===== config.mk =====
export PLATFORM = sky130hd
export DESIGN_NAME = modbus_rtu_response_receiver_flat
export DESIGN_NICKNAME = d
export VERILOG_FILES = /design/src/rtl/core/mrr_pkg.sv /design/src/rtl/core/mrr_if.sv /design/src/rtl/core/mrr_core.sv /design/src/rtl/core/mrr_res_queue.sv /design/src/rtl/core/modbus_rtu_response_receiver.sv /design/src/flat_wrapper.sv
export SDC_FILE = /design/constraint.sdc
export NUM_CORES = 1
export LEC_CHECK = 0
export ABC_CLOCK_PERIOD_IN_PS = 9150
export BUFFER_PORTS_ARGS = -buffer_cell sky130_fd_sc_hd__buf_4
export CAP_MARGIN = 20
export CORE_ASPECT_RATIO = 0.75
export CORE_MARGIN = 2
export CORE_UTILIZATION = 37
export CTS_CLUSTER_DIAMETER = 80
export DETAILED_ROUTE_END_ITERATION = 10
export PLACE_DENSITY = 0.61
export SETUP_SLACK_MARGIN = 0.5
export SYNTH_ARGS = -nofsm -noshare
export SYNTH_HDL_FRONTEND = slang
export SYNTH_HIERARCHICAL = 1
export SYNTH_SLANG_ARGS = --single-unit
export TNS_END_PERCENT = 50

===== constraint.sdc =====
create_clock -name clk -period 9.15 [get_ports clk]
set_input_delay 0.4575 -clock clk [delete_from_list [all_inputs] [get_ports clk]]
set_output_delay 0.4575 -clock clk [all_outputs]
set_load 0.01 [all_outputs]

===== src/rtl/core/mrr_pkg.sv =====
package mrr_pkg;

  localparam logic [1:0] OP_BYTE  = 2'd0;
  localparam logic [1:0] OP_TICK  = 2'd1;
  localparam logic [1:0] OP_START = 2'd2;

  localparam logic [1:0] ST_OK     = 2'd0;
  localparam logic [1:0] ST_NORESP = 2'd1;
  localparam logic [1:0] ST_CRC    = 2'd2;
  localparam logic [1:0] ST_EXC    = 2'd3;

  localparam logic       KIND_DATA = 1'b0;
  localparam logic       KIND_END  = 1'b1;

  localparam logic [7:0] FC_READ_COILS    = 8'h01;
  localparam logic [7:0] FC_READ_DISCRETE = 8'h02;
  localparam logic [7:0] FC_READ_HOLDING  = 8'h03;
  localparam logic [7:0] FC_READ_INPUT    = 8'h04;
  localparam logic [7:0] FC_WRITE_SINGLE  = 8'h06;
  localparam logic [7:0] FC_WRITE_MULTI   = 8'h10;

  localparam logic [15:0] CRC_INIT     = 16'hFFFF;
  localparam logic [15:0] CRC_POLY     = 16'hA001;
  localparam logic [15:0] TIMEOUT_INIT = 16'd1000;
  localparam logic [15:0] IDLE_MAX     = 16'hFFFF;

  localparam int QDEPTH = 4;
  localparam int QPTR_W = 2;
  localparam int QCNT_W = 3;

  typedef struct packed {
    logic       kind;
    logic [7:0] data_byte;
    logic [7:0] byte_index;
    logic [1:0] status;
    logic [8:0] frame_length;
    logic [7:0] exception_code;
    logic [7:0] function_code;
    logic       last;
  } res_t;

  typedef struct packed {
    logic [1:0] n;
    res_t       r0;
    res_t       r1;
  } push_t;

  function automatic logic [15:0] crc_fold(input logic [15:0] crc, input logic [7:0] b);
    logic [15:0] c;
    c = crc ^ {8'h00, b};
    for (int i = 0; i < 8; i++) begin
      if (c[0]) begin
        c = (c >> 1) ^ CRC_POLY;
      end else begin
        c = c >> 1;
      end
    end
    return c;
  endfunction

  function automatic res_t make_end(input logic [8:0] cnt, input logic [15:0] crc,
                                    input logic [7:0] func, input logic [7:0] third);
    res_t r;
    r = '0;
    r.kind = KIND_END;
    r.frame_length = cnt;
    r.function_code = func;
    r.last = 1'b1;
    if (cnt == 9'd0) begin
      r.status = ST_NORESP;
    end else if (cnt < 9'd3 || crc != 16'd0) begin
      r.status = ST_CRC;
    end else if (func[7]) begin
      r.status = ST_EXC;
      r.exception_code = third;
    end else begin
      r.status = ST_OK;
    end
    return r;
  endfunction

endpackage


===== src/rtl/core/mrr_if.sv =====
interface mrr_in_if;
  logic       valid;
  logic       ready;
  logic [1:0] op;
  logic [7:0] rx_byte;

  modport source (output valid, output op, output rx_byte, input ready);
  modport sink (input valid, input op, input rx_byte, output ready);
endinterface

interface mrr_out_if;
  logic       valid;
  logic       ready;
  logic       kind;
  logic [7:0] data_byte;
  logic [7:0] byte_index;
  logic [1:0] status;
  logic [8:0] frame_length;
  logic [7:0] exception_code;
  logic [7:0] function_code;
  logic       last;

  modport source (output valid, output kind, output data_byte, output byte_index,
                  output status, output frame_length, output exception_code,
                  output function_code, output last, input ready);
  modport sink (input valid, input kind, input data_byte, input byte_index,
                input status, input frame_length, input exception_code,
                input function_code, input last, output ready);
endinterface


===== src/rtl/core/mrr_core.sv =====
module mrr_core import mrr_pkg::*; #(
  parameter int MAX_FRAME = 256
) (
  input  logic        clk,
  input  logic        rst,
  input  logic        cfg_we,
  input  logic [15:0] cfg_wdata,
  input  logic        take,
  input  logic [1:0]  op,
  input  logic [7:0]  rx_byte,
  output push_t       push
);

  logic        busy, busy_next;
  logic [8:0]  byte_count, byte_count_next;
  logic [15:0] crc_acc, crc_acc_next;
  logic [15:0] idle_ticks, idle_ticks_next;
  logic [7:0]  func_byte, func_byte_next;
  logic [7:0]  third_byte, third_byte_next;
  logic [15:0] timeout_ticks;

  always_comb begin
    logic [8:0]  cnt_inc;
    logic [7:0]  func_upd;
    logic [7:0]  third_upd;
    logic [15:0] crc_upd;
    logic [15:0] idle_inc;
    logic        done;
    res_t        echo;

    busy_next       = busy;
    byte_count_next = byte_count;
    crc_acc_next    = crc_acc;
    idle_ticks_next = idle_ticks;
    func_byte_next  = func_byte;
    third_byte_next = third_byte;
    push            = '0;

    cnt_inc   = byte_count + 9'd1;
    func_upd  = (byte_count == 9'd1) ? rx_byte : func_byte;
    third_upd = (byte_count == 9'd2) ? rx_byte : third_byte;
    crc_upd   = crc_fold(crc_acc, rx_byte);
    idle_inc  = (idle_ticks != IDLE_MAX) ? idle_ticks + 16'd1 : idle_ticks;

    done = 1'b0;
    if (cnt_inc >= 9'(MAX_FRAME)) begin
      done = 1'b1;
    end else if (cnt_inc >= 9'd5) begin
      if (func_upd[7]) begin
        done = 1'b1;
      end else if (func_upd inside {FC_READ_COILS, FC_READ_DISCRETE,
                                    FC_READ_HOLDING, FC_READ_INPUT}) begin
        done = {1'b0, cnt_inc} >= (10'd5 + {2'b00, third_upd});
      end else if (func_upd == FC_WRITE_SINGLE || func_upd == FC_WRITE_MULTI) begin
        done = cnt_inc >= 9'd8;
      end
    end

    echo = '0;
    echo.kind = KIND_DATA;
    echo.data_byte = rx_byte;
    echo.byte_index = byte_count[7:0];

    if (take) begin
      case (op)
        OP_START: begin
          busy_next       = 1'b1;
          byte_count_next = '0;
          crc_acc_next    = CRC_INIT;
          idle_ticks_next = '0;
          func_byte_next  = '0;
          third_byte_next = '0;
        end
        OP_BYTE: begin
          if (busy) begin
            byte_count_next = cnt_inc;
            crc_acc_next    = crc_upd;
            idle_ticks_next = '0;
            func_byte_next  = func_upd;
            third_byte_next = third_upd;
            push.r0 = echo;
            push.n  = 2'd1;
            if (done) begin
              push.r1   = make_end(cnt_inc, crc_upd, func_upd, third_upd);
              push.n    = 2'd2;
              busy_next = 1'b0;
            end
          end
        end
        OP_TICK: begin
          if (busy) begin
            idle_ticks_next = idle_inc;
            if (idle_inc >= timeout_ticks) begin
              push.r0   = make_end(byte_count, crc_acc, func_byte, third_byte);
              push.n    = 2'd1;
              busy_next = 1'b0;
            end
          end
        end
        default: ;
      endcase
    end
  end

  always_ff @(posedge clk) begin
    if (rst) begin
      busy          <= 1'b0;
      byte_count    <= '0;
      crc_acc       <= CRC_INIT;
      idle_ticks    <= '0;
      func_byte     <= '0;
      third_byte    <= '0;
      timeout_ticks <= TIMEOUT_INIT;
    end else begin
      busy       <= busy_next;
      byte_count <= byte_count_next;
      crc_acc    <= crc_acc_next;
      idle_ticks <= idle_ticks_next;
      func_byte  <= func_byte_next;
      third_byte <= third_byte_next;
      if (cfg_we) begin
        timeout_ticks <= cfg_wdata;
      end
    end
  end

  a_start_opens: assert property (@(posedge clk) disable iff (rst)
    take && op == OP_START |=> busy && byte_count == 9'd0 && crc_acc == CRC_INIT)
    else $error("start did not open a fresh frame");

  a_push_when_busy: assert property (@(posedge clk) disable iff (rst)
    push.n != 2'd0 |-> busy)
    else $error("result produced outside a frame");

  a_end_closes: assert property (@(posedge clk) disable iff (rst)
    push.n == 2'd2 |=> !busy)
    else $error("frame still open after end status");

endmodule


===== src/rtl/core/mrr_res_queue.sv =====
module mrr_res_queue import mrr_pkg::*; (
  input  logic       clk,
  input  logic       rst,
  input  push_t      push,
  output logic       space,
  mrr_out_if.source  out_ch
);

  res_t              slot [QDEPTH];
  logic [QPTR_W-1:0] wr_ptr, rd_ptr;
  logic [QCNT_W-1:0] count;
  logic              pop;
  res_t              head;

  assign space = count <= QCNT_W'(QDEPTH - 2);
  assign pop   = out_ch.valid && out_ch.ready;
  assign head  = slot[rd_ptr];

  assign out_ch.valid          = count != '0;
  assign out_ch.kind           = head.kind;
  assign out_ch.data_byte      = head.data_byte;
  assign out_ch.byte_index     = head.byte_index;
  assign out_ch.status         = head.status;
  assign out_ch.frame_length   = head.frame_length;
  assign out_ch.exception_code = head.exception_code;
  assign out_ch.function_code  = head.function_code;
  assign out_ch.last           = head.last;

  always_ff @(posedge clk) begin
    if (push.n != 2'd0) begin
      slot[wr_ptr] <= push.r0;
    end
    if (push.n == 2'd2) begin
      slot[wr_ptr + QPTR_W'(1)] <= push.r1;
    end
  end

  always_ff @(posedge clk) begin
    if (rst) begin
      wr_ptr <= '0;
      rd_ptr <= '0;
      count  <= '0;
    end else begin
      wr_ptr <= wr_ptr + QPTR_W'(push.n);
      rd_ptr <= rd_ptr + QPTR_W'(pop);
      count  <= count + QCNT_W'(push.n) - QCNT_W'(pop);
    end
  end

  a_no_overflow: assert property (@(posedge clk) disable iff (rst)
    push.n != 2'd0 |-> space)
    else $error("result queue overflow");

  a_count_bound: assert property (@(posedge clk) disable iff (rst)
    count <= QCNT_W'(QDEPTH))
    else $error("result queue count out of range");

  a_ptr_track: assert property (@(posedge clk) disable iff (rst)
    QPTR_W'(wr_ptr - rd_ptr) == count[QPTR_W-1:0])
    else $error("queue pointers disagree with count");

endmodule


===== src/rtl/core/modbus_rtu_response_receiver.sv =====
// Each result is registered in the result queue and offered on out_ch behind any results queued before it.
// Throughput: one input transaction per cycle while the result queue has room for two;
//   a byte that closes a frame yields two results, drained one per cycle while out_ch.ready is high.
// Reset (rst, synchronous, active high): no frame open, result queue empty,
//   timeout_ticks back to 1000.
module modbus_rtu_response_receiver import mrr_pkg::*; #(
  parameter int MAX_FRAME = 256
) (
  input  logic        clk,
  input  logic        rst,
  input  logic        cfg_we,
  input  logic [15:0] cfg_wdata,
  mrr_in_if.sink      in_ch,
  mrr_out_if.source   out_ch
);

  push_t push;
  logic  space;

  assign in_ch.ready = space;

  mrr_core #(.MAX_FRAME(MAX_FRAME)) u_core (
    .clk       (clk),
    .rst       (rst),
    .cfg_we    (cfg_we),
    .cfg_wdata (cfg_wdata),
    .take      (in_ch.valid && in_ch.ready),
    .op        (in_ch.op),
    .rx_byte   (in_ch.rx_byte),
    .push      (push)
  );

  mrr_res_queue u_queue (
    .clk    (clk),
    .rst    (rst),
    .push   (push),
    .space  (space),
    .out_ch (out_ch)
  );

endmodule

===== src/flat_wrapper.sv =====
// flat-port wrapper written by rule: the top's interface ports become plain ports
module modbus_rtu_response_receiver_flat import mrr_pkg::*;
#(
  parameter int MAX_FRAME = 256
)
  (clk, rst, cfg_we, cfg_wdata, in_ch_valid, in_ch_op, in_ch_rx_byte, in_ch_ready, out_ch_valid, out_ch_kind, out_ch_data_byte, out_ch_byte_index, out_ch_status, out_ch_frame_length, out_ch_exception_code, out_ch_function_code, out_ch_last, out_ch_ready);
  mrr_in_if in_ch_i ();
  mrr_out_if out_ch_i ();
  input  logic clk;
  input  logic rst;
  input  logic cfg_we;
  input  logic [15:0] cfg_wdata;
  input wire logic [$bits(in_ch_i.valid)-1:0] in_ch_valid;
  input wire logic [$bits(in_ch_i.op)-1:0] in_ch_op;
  input wire logic [$bits(in_ch_i.rx_byte)-1:0] in_ch_rx_byte;
  output wire logic [$bits(in_ch_i.ready)-1:0] in_ch_ready;
  output wire logic [$bits(out_ch_i.valid)-1:0] out_ch_valid;
  output wire logic [$bits(out_ch_i.kind)-1:0] out_ch_kind;
  output wire logic [$bits(out_ch_i.data_byte)-1:0] out_ch_data_byte;
  output wire logic [$bits(out_ch_i.byte_index)-1:0] out_ch_byte_index;
  output wire logic [$bits(out_ch_i.status)-1:0] out_ch_status;
  output wire logic [$bits(out_ch_i.frame_length)-1:0] out_ch_frame_length;
  output wire logic [$bits(out_ch_i.exception_code)-1:0] out_ch_exception_code;
  output wire logic [$bits(out_ch_i.function_code)-1:0] out_ch_function_code;
  output wire logic [$bits(out_ch_i.last)-1:0] out_ch_last;
  input wire logic [$bits(out_ch_i.ready)-1:0] out_ch_ready;
  assign in_ch_i.valid = in_ch_valid;
  assign in_ch_i.op = in_ch_op;
  assign in_ch_i.rx_byte = in_ch_rx_byte;
  assign in_ch_ready = in_ch_i.ready;
  assign out_ch_valid = out_ch_i.valid;
  assign out_ch_kind = out_ch_i.kind;
  assign out_ch_data_byte = out_ch_i.data_byte;
  assign out_ch_byte_index = out_ch_i.byte_index;
  assign out_ch_status = out_ch_i.status;
  assign out_ch_frame_length = out_ch_i.frame_length;
  assign out_ch_exception_code = out_ch_i.exception_code;
  assign out_ch_function_code = out_ch_i.function_code;
  assign out_ch_last = out_ch_i.last;
  assign out_ch_i.ready = out_ch_ready;
  modbus_rtu_response_receiver #(.MAX_FRAME(MAX_FRAME)) u_core (.clk(clk), .rst(rst), .cfg_we(cfg_we), .cfg_wdata(cfg_wdata), .in_ch(in_ch_i), .out_ch(out_ch_i));
endmodule

==> results of run 1 <==
[area by class of cell]
class / instances / area, sq um
Clock buffer: 37 / 765.7
Clock inverter: 15 / 133.9
Fill cell: 3688 / 22980
Inverter: 29 / 108.9
Multi-Input combinational cell: 833 / 7313
Sequential cell: 261 / 7032
Tap cell: 520 / 650.6
Timing Repair Buffer: 99 / 743.2
[synth_stat cells, types with 6 or more instances]
cell type / instances
a21oi_1: 44
a22oi_1: 23
and2_1: 30
and3_1: 24
buf_2: 14
buf_4: 28
buf_6: 16
clkbuf_1: 37
dfxtp_1: 81
edfxtp_1: 180
ha_1: 35
inv_1: 29
mux2_1: 11
mux2_2: 94
mux2_4: 79
mux2i_1: 24
mux4_2: 45
nand2_1: 68
nand2b_1: 6
nand3_1: 19
nand4_1: 10
nor2_1: 94
nor2b_1: 10
nor3_1: 15
nor4_1: 15
o211ai_1: 7
o21ai_0: 31
o22ai_1: 7
or3_1: 9
xnor2_1: 36
xor2_1: 12
[worst max-delay path, cell delays in order (launching register included)]
cell and delay [ns]:
dfxtp_1 0.40, nor3_1 0.44, nand3_1 0.86, mux2i_1 0.64
o21a_1 0.26, nand2_1 0.08, xnor2_1 0.16, mux2i_1 0.12
ha_1 0.33, o21a_1 0.10, nor2_1 0.04, or4_1 0.39
o21ai_0 0.22, a32oi_1 0.18, a21o_1 0.24, inv_1 0.21
mux2i_1 0.22, nor2_4 0.87, buf_4 0.48
[cells by family after synthesis]
logic type | after synthesis | share of synthesized area [%]
and+or+nand+nor | 332 | 11.60
xor gates and xnor gates | 50 | 3.118
muxes | 253 | 24.20
AOI/OAI and AO/OA | 146 | 6.070
DFF | 261 | 46.95
adders and majority gates | 36 | 3.060
buffers and inverters | 130 | 4.966
other | 1 | 0.02506
[flip-flops by register name, indices dropped and copies added, names as in the netlist]
signal                       flops
u_core/u_queue/wr_ptr            2
u_core/u_core/crc_acc           16
u_core/u_core/byte_count         9
u_core/u_core/idle_ticks        16
u_core/u_core/busy               1
u_core/u_queue/slot            180
u_core/u_queue/rd_ptr            2
u_core/u_core/func_byte          8
u_core/u_core/timeout_ticks     16
u_core/u_queue/count             3
u_core/u_core/third_byte         8
[how the worst max path moves through the flow]
| stage | start | end | cells after the start |
|---|---|---|---|
| global placement | u_core/u_core/byte_count[2]$_SDFFE_PP0P_ | u_core/u_queue/slot[1][22]$_DFFE_PP_ | 18 |
| detailed placement | u_core/u_core/byte_count[5]$_SDFFE_PP0P_ | u_core/u_queue/slot[1][19]$_DFFE_PP_ | 18 |
| CTS | u_core/u_core/byte_count[2]$_SDFFE_PP0P_ | u_core/u_queue/slot[1][36]$_DFFE_PP_ | 18 |
| floorplan | u_core/u_core/byte_count[0]$_SDFFE_PP0P_ | u_core/u_queue/slot[0][0]$_DFFE_PP_ | 21 |
| finish | u_core/u_core/byte_count[5]$_SDFFE_PP0P_ | u_core/u_queue/slot[1][22]$_DFFE_PP_ | 18 |
| global route | u_core/u_core/byte_count[5]$_SDFFE_PP0P_ | u_core/u_queue/slot[1][36]$_DFFE_PP_ | 18 |
[layer usage]
metal  part of all wire, %  global-route usage, %  vias up
met3                   6.3                  3.250       50
met4                   1.8                  3.586        0
li1                      -                      -     4565
met1                    49                  27.03     4950
met5                     0                 0.1166        -
met2                    43                  27.61      301
[power groups by stage]
| stage | combinational, uW | clock (uW) | sequential (uW) |
|---|---|---|---|
| after floorplan | 320 | 0 | 1290 |
| after global placement | 503 | 0 | 1310 |
| after detailed placement | 502 | 0 | 1310 |
| after global routing | 535 | 1200 | 1290 |
| final | 494 | 1130 | 1290 |
| after CTS | 505 | 1150 | 1290 |
[stage by stage]
stage,total power [uW],setup WS [ns]
after floorplan,1613,1.465
after global placement,1814,2.768
after detailed placement,1814,2.701
after CTS,2945,2.656
after global routing,3025,2.000
final,2911,2.540
==> results.py, run 1 <==
metrics = {
    "run_status": {
        "status": "finished, final reports clean",
    },
    "clock_network": {
        "cts.htree.levels": 1,
        "numCtsBuffers": 28,
        "post-cts-setup-buffers": 0,
        "cts_tree": "built",
        "clockBufferDepth": 3,
        "cts_hold_buf": 0,
        "cts_sinks": 261,
        "clk_pin_slew_worst_paths_ns": 0.06,
        "cts-root-buf": "clkbuf_16",
        "post_cts_resized": 0,
        "insertion_delay_ns": 0.57,
    },
    "setup_path": {
        "reg2reg_depth": 18,
        "cp-end-kind": "flip-flop",
        "setup.worst_path.class": "flip-flop to flip-flop",
        "r2r-end": "u_core/u_queue/slot[1][22]$_DFFE_PP_",
        "timing.rr.start": "u_core/u_core/byte_count[5]$_SDFFE_PP0P_",
        "start_kind": "flip-flop",
        "regToRegSetupSlack_ns": 2.54,
        "worst_ep_arrival_time_ns": 6.83,
        "critPathMaxFanout": 26,
        "crit_required_ns": 9.37,
    },
    "logic_synthesis": {
        "ys_warn_count": 6,
        "yosysSeqAreaShare_pct": 46.95,
        "syn_area_per_cell_sq_um": 12.38,
        "synth_area_leaders": "edfxtp_1, dfxtp_1, mux2_4",
        "mappedNetlistArea_sq_um": 14970,
        "synth_top_cell_area_share_pct": 36.12,
        "ys_ff_latch": 261,
        "yosysTopAreaCell": "edfxtp_1",
        "async_reset_ff_share_pct": 0,
        "synth-main-ff-cell": "edfxtp_1",
        "synth_cell_types": 71,
        "synth_edf_count": 180,
        "synthCells": 1209,
    },
    "placement": {
        "gp_congestion": 0.8289,
        "dp_cells": 1742,
        "placed_area_sq_um": 15850,
        "port_buffers": 77,
        "place_hpwl_microns": 24590,
    },
    "power_and_ir_drop": {
        "p_sw_uw": 745.3,
        "power_density_nw_per_um2": 173.8,
        "pwr-share-comb_pct": 17.0,
        "leakage_uw": 0.006175,
        "p_int_uw": 2166,
        "netSwitchingFraction_pct": 25.60,
        "max-vdd-ir-drop_mv": 0.1473,
        "clock_power_share_pct": 38.9,
        "sequentialPowerShare_pct": 44.2,
    },
    "sta": {
        "whs_ns": 0.1077,
        "hold_viol": 0,
        "setup_viol": 0,
        "worst_pin_slew_ns": 1.085,
        "maxSlewHeadroom_pct": 27.51,
        "rsz0062_at_grt": "no",
        "tns_ns": 0,
        "slew_viol_final": 0,
        "maxClockFrequency_mhz": 151.3,
        "min_period_ns": 6.610,
        "min_period_over_period_pct": 72.24,
        "finClkSkew_ns": 0.02263,
    },
    "route": {
        "first_pass_iters": 5,
        "num_vias": 9866,
        "ant_nets": 0,
        "drt_iter0_markers": 872,
        "remaining_drc_errors": 0,
        "routedWlPerCell_microns": 21.34,
        "drt-total-wl_microns": 38280,
        "via_per_inst": 5.499,
    },
    "floorplan": {
        "fp.coreArea_sq_um": 39730,
        "fp-row-count": 63,
        "dieHeight_microns": 178.2,
        "io_pins": 78,
        "start_util_pct": 37.67,
        "dieArea_sq_um": 42090,
        "fp.dieW_microns": 236.2,
    },
    "grt": {
        "antenna_found_initial": 0,
        "grt_pass1_vias": 9791,
        "grt_pass1_wl_microns": 59040,
        "grt_max_degree": 64,
        "gr-total-overflow": 0,
        "track_usage_pct": 18.14,
    },
    "hold_path": {
        "holdPathEnd": "u_core/u_core/timeout_ticks[7]$_SDFFE_PP1P_",
        "hold_path_class": "input port to flip-flop",
        "hold_path_depth": 3,
        "hold_start": "cfg_wdata[7]",
    },
    "run": {
        "maxCapViolCount": 0,
    },
    "finish": {
        "postLayoutCoreUtil_pct": 42.15,
        "final_area_sq_um": 16750,
        "finalNonFillerCells": 1794,
        "final_common_cell": "edfxtp_1",
        "final_nets": 1319,
        "most-common-layout-cells": "edfxtp_1, buf_4, mux2_2",
        "diodes": 0,
        "syn2layout_area_growth_pct": 11.91,
        "drive_above_1_share_pct": 29.59,
    },
}
No activity file was read; power rests on OpenSTA's default activity.
==> run 2, diff against run 1 <==
--- a/config.mk
+++ b/config.mk
@@ -5,7 +5,8 @@
 export SDC_FILE = /design/constraint.sdc
 export NUM_CORES = 1
 export LEC_CHECK = 0
-export ABC_CLOCK_PERIOD_IN_PS = 9150
+export ABC_AREA = 1
+export ABC_CLOCK_PERIOD_IN_PS = 5750
 export BUFFER_PORTS_ARGS = -buffer_cell sky130_fd_sc_hd__buf_4
 export CAP_MARGIN = 20
 export CORE_ASPECT_RATIO = 0.75
@@ -13,7 +14,7 @@
 export CORE_UTILIZATION = 37
 export CTS_CLUSTER_DIAMETER = 80
 export DETAILED_ROUTE_END_ITERATION = 10
-export PLACE_DENSITY = 0.61
+export PLACE_DENSITY = 0.63
 export SETUP_SLACK_MARGIN = 0.5
 export SYNTH_ARGS = -nofsm -noshare
 export SYNTH_HDL_FRONTEND = slang
==> constraint.sdc (replaced) <==
create_clock -name clk -period 5.75 [get_ports clk]
set_input_delay 0.2875 -clock clk [delete_from_list [all_inputs] [get_ports clk]]
set_output_delay 0.2875 -clock clk [all_outputs]
set_load 0.01 [all_outputs]
==> results.py, run 2 <==
metrics = {
    "setup_path": {
        "crit_required_ns": 6.05,
        "setup.worst_path.class": "flip-flop to flip-flop",
        "worst_ep_arrival_time_ns": 5.17,
        "cp-end-kind": "flip-flop",
        "critPathMaxFanout": 64,
        "start_kind": "flip-flop",
        "slowest_stage": "dfxtp_2",
        "cpPeakStageDelay_ns": 0.42,
    },
    "logic_synthesis": {
        "synth-main-ff-cell": "edfxtp_1",
        "synth_area_leaders": "edfxtp_1, dfxtp_1, nand2_1",
        "synthCells": 1756,
        "ys_ff_latch": 261,
        "syn_area_per_cell_sq_um": 8.498,
        "synth_common_cells": "nand2_1, nor2_1, edfxtp_1",
        "mappedNetlistArea_sq_um": 14920,
        "synth_top_cell_area_share_pct": 36.22,
        "yosysMostFrequentCell": "nand2_1",
        "synth_cell_types": 55,
        "ys_warn_count": 6,
        "yosysTopAreaCell": "edfxtp_1",
        "yosysSeqAreaShare_pct": 47.09,
        "async_reset_ff_share_pct": 0,
        "synth_edf_count": 180,
    },
    "sta": {
        "tns_ns": 0,
        "whs_ns": 0.02978,
        "maxClockFrequency_mhz": 205.3,
        "slew_viol_final": 0,
        "maxSlewHeadroom_pct": 15.00,
        "min_period_over_period_pct": 84.70,
        "rsz0062_at_grt": "no",
        "min_period_ns": 4.870,
        "finClkSkew_ns": 0.02183,
        "worst_pin_slew_ns": 1.263,
        "setup_viol": 0,
        "hold_viol": 0,
    },
    "route": {
        "drt_iter0_markers": 1069,
        "first_pass_iters": 8,
        "via_per_inst": 5.184,
        "remaining_drc_errors": 0,
        "routedWlPerCell_microns": 17.18,
        "drt-total-wl_microns": 40360,
        "num_vias": 12178,
        "ant_nets": 0,
    },
    "run": {
        "maxCapViolCount": 0,
    },
    "finish": {
        "final_common_cell": "nand2_1",
        "largest_register_ffs": 180,
        "fillers": 3900,
        "most-common-layout-cells": "nand2_1, nor2_1, edfxtp_1",
        "multi_input_comb_area_sq_um": 6688,
        "final_nets": 1874,
        "regMostFlops": "u_core/u_queue/slot",
        "syn2layout_area_growth_pct": 12.31,
        "seq_area_sq_um": 7029,
        "diodes": 0,
        "drive_above_1_share_pct": 15.91,
    },
    "placement": {
        "place_hpwl_microns": 26370,
        "gp_congestion": 0.9876,
        "port_buffers": 77,
    },
    "grt": {
        "use_met1_pct": 27.54,
        "grt_pass1_wl_microns": 63270,
        "track_usage_pct": 19.07,
        "gr-total-overflow": 0,
        "grt_use_met2_pct": 29.74,
        "grt_util_met3_pct": 4.044,
        "antenna_found_initial": 0,
        "grt_max_degree": 94,
        "grt_pass1_vias": 11440,
        "top_usage_layer": "met2",
    },
    "floorplan": {
        "dieArea_sq_um": 41970,
        "start_util_pct": 37.64,
        "dieHeight_microns": 177.9,
        "io_pins": 78,
        "fp.coreArea_sq_um": 39650,
        "fp-row-count": 63,
        "fp.dieW_microns": 235.9,
    },
    "clock_network": {
        "cts_tree": "built",
        "numCtsBuffers": 28,
        "clk_pin_slew_worst_paths_ns": 0.06,
        "cts_sinks": 261,
        "post-cts-setup-buffers": 0,
        "insertion_delay_ns": 0.57,
        "cts-root-buf": "clkbuf_16",
        "clockBufferDepth": 3,
        "cts.htree.levels": 1,
    },
    "run_status": {
        "status": "finished, final reports clean",
    },
    "hold_path": {
        "hold_path_class": "input port to flip-flop",
    },
    "power_and_ir_drop": {
        "leakage_uw": 0.006370,
        "max-vdd-ir-drop_mv": 0.1993,
        "power_density_nw_per_um2": 280.7,
    },
}
run 2: cell types whose count changed in the layout (fill, tap and decap cells not counted), sizes merged, moves of 45 or more:
cell and change:
a21oi +45, nand2 +324, nor2 +126, inv +127, mux2 -183, o21ai +275
mux4 -45, o22ai +46
run 2: repair_timing:
action	4_1_cts	5_1_grt
hold buffers	9	0
resized for setup	0	1
setup endpoints to repair	0	243
hold endpoints to repair	9	0
run 2: final cells by class:
type / instances / share of cell area, %
sequential: 261 / 41.94
multi-input combinational: 1246 / 39.90
clock inverter: 18 / 0.9257
timing repair buffer: 109 / 5.315
tap: 520 / 3.882
clock buffer: 34 / 4.375
inverter: 161 / 3.658
run 2: through the flow:
step                area (sq um)  setup slack (ns)  instances  utilization [%]  total power, uW
floorplan                  15000            0.5704       1771                -             2625
global placement           15770            0.8388       2287            39.77             2972
detailed placement         15770            0.7073       2287            39.77             2984
CTS                        16750            0.6798       2348            42.24             4760
global route               16760            0.5318       2349            42.27             4923
finish                     16760            0.8798       2349            42.27             4704
run 2: logic make-up (layout without fill, tap and decap cells):
group / count (synthesis) / in the layout / synth area share (%)
DFF: 261 / 261 / 47.09
muxes: 1 / 1 / 0.07545
other: 1 / 16 / 0.02513
buffers and inverters: 265 / 322 / 8.711
and+or+nand+nor: 688 / 689 / 20.73
AOI/OAI and AO/OA: 463 / 463 / 17.89
adders and majority gates: 36 / 36 / 3.069
xor gates and xnor gates: 41 / 41 / 2.406
run 2: power breakdown:
group | total [uW] | internal [uW] | switching [uW] | leakage [uW]
logic | 911 | 352 | 559 | 0.00323
registers | 2030 | 2010 | 16.1 | 0.00271
clock network | 1770 | 999 | 767 | 0.000429
run 2: worst max-delay path, delay by kind of cell, from the launching register on:
family                   cells  cell delay (ns)
AND/OR/NAND/NOR             19             2.44
buffers and inverters        7             0.85
adder cells (fa/ha/maj)      2             0.52
flip-flops                   1             0.42
XOR/XNOR                     1             0.15
AO/OA/AOI/OAI                2             0.14
run 2: per-layer routing:
layer	up-vias	wire, microns
met5	-	0
met4	0	577
met3	47	3116
met2	407	17420
met1	5729	19240
li1	5995	-
run 2: path summary, 6_finish.rpt:
| kind | startpoint | end | slack [ns] | depth (start not counted) |
|---|---|---|---|---|
| worst min register to register | u_core/u_core/timeout_ticks[9]$_SDFFE_PP1P_ | u_core/u_core/timeout_ticks[9]$_SDFFE_PP1P_ | 0.47 | 2 |
| worst min-delay path | cfg_wdata[11] | u_core/u_core/timeout_ticks[11]$_SDFFE_PP0P_ | 0.03 | 3 |
| worst max register to register | u_core/u_core/byte_count[0]$_SDFFE_PP0P_ | u_core/u_queue/slot[0][9]$_DFFE_PP_ | 0.88 | 31 |
| worst max-delay path | u_core/u_core/byte_count[0]$_SDFFE_PP0P_ | u_core/u_queue/slot[0][9]$_DFFE_PP_ | 0.88 | 31 |
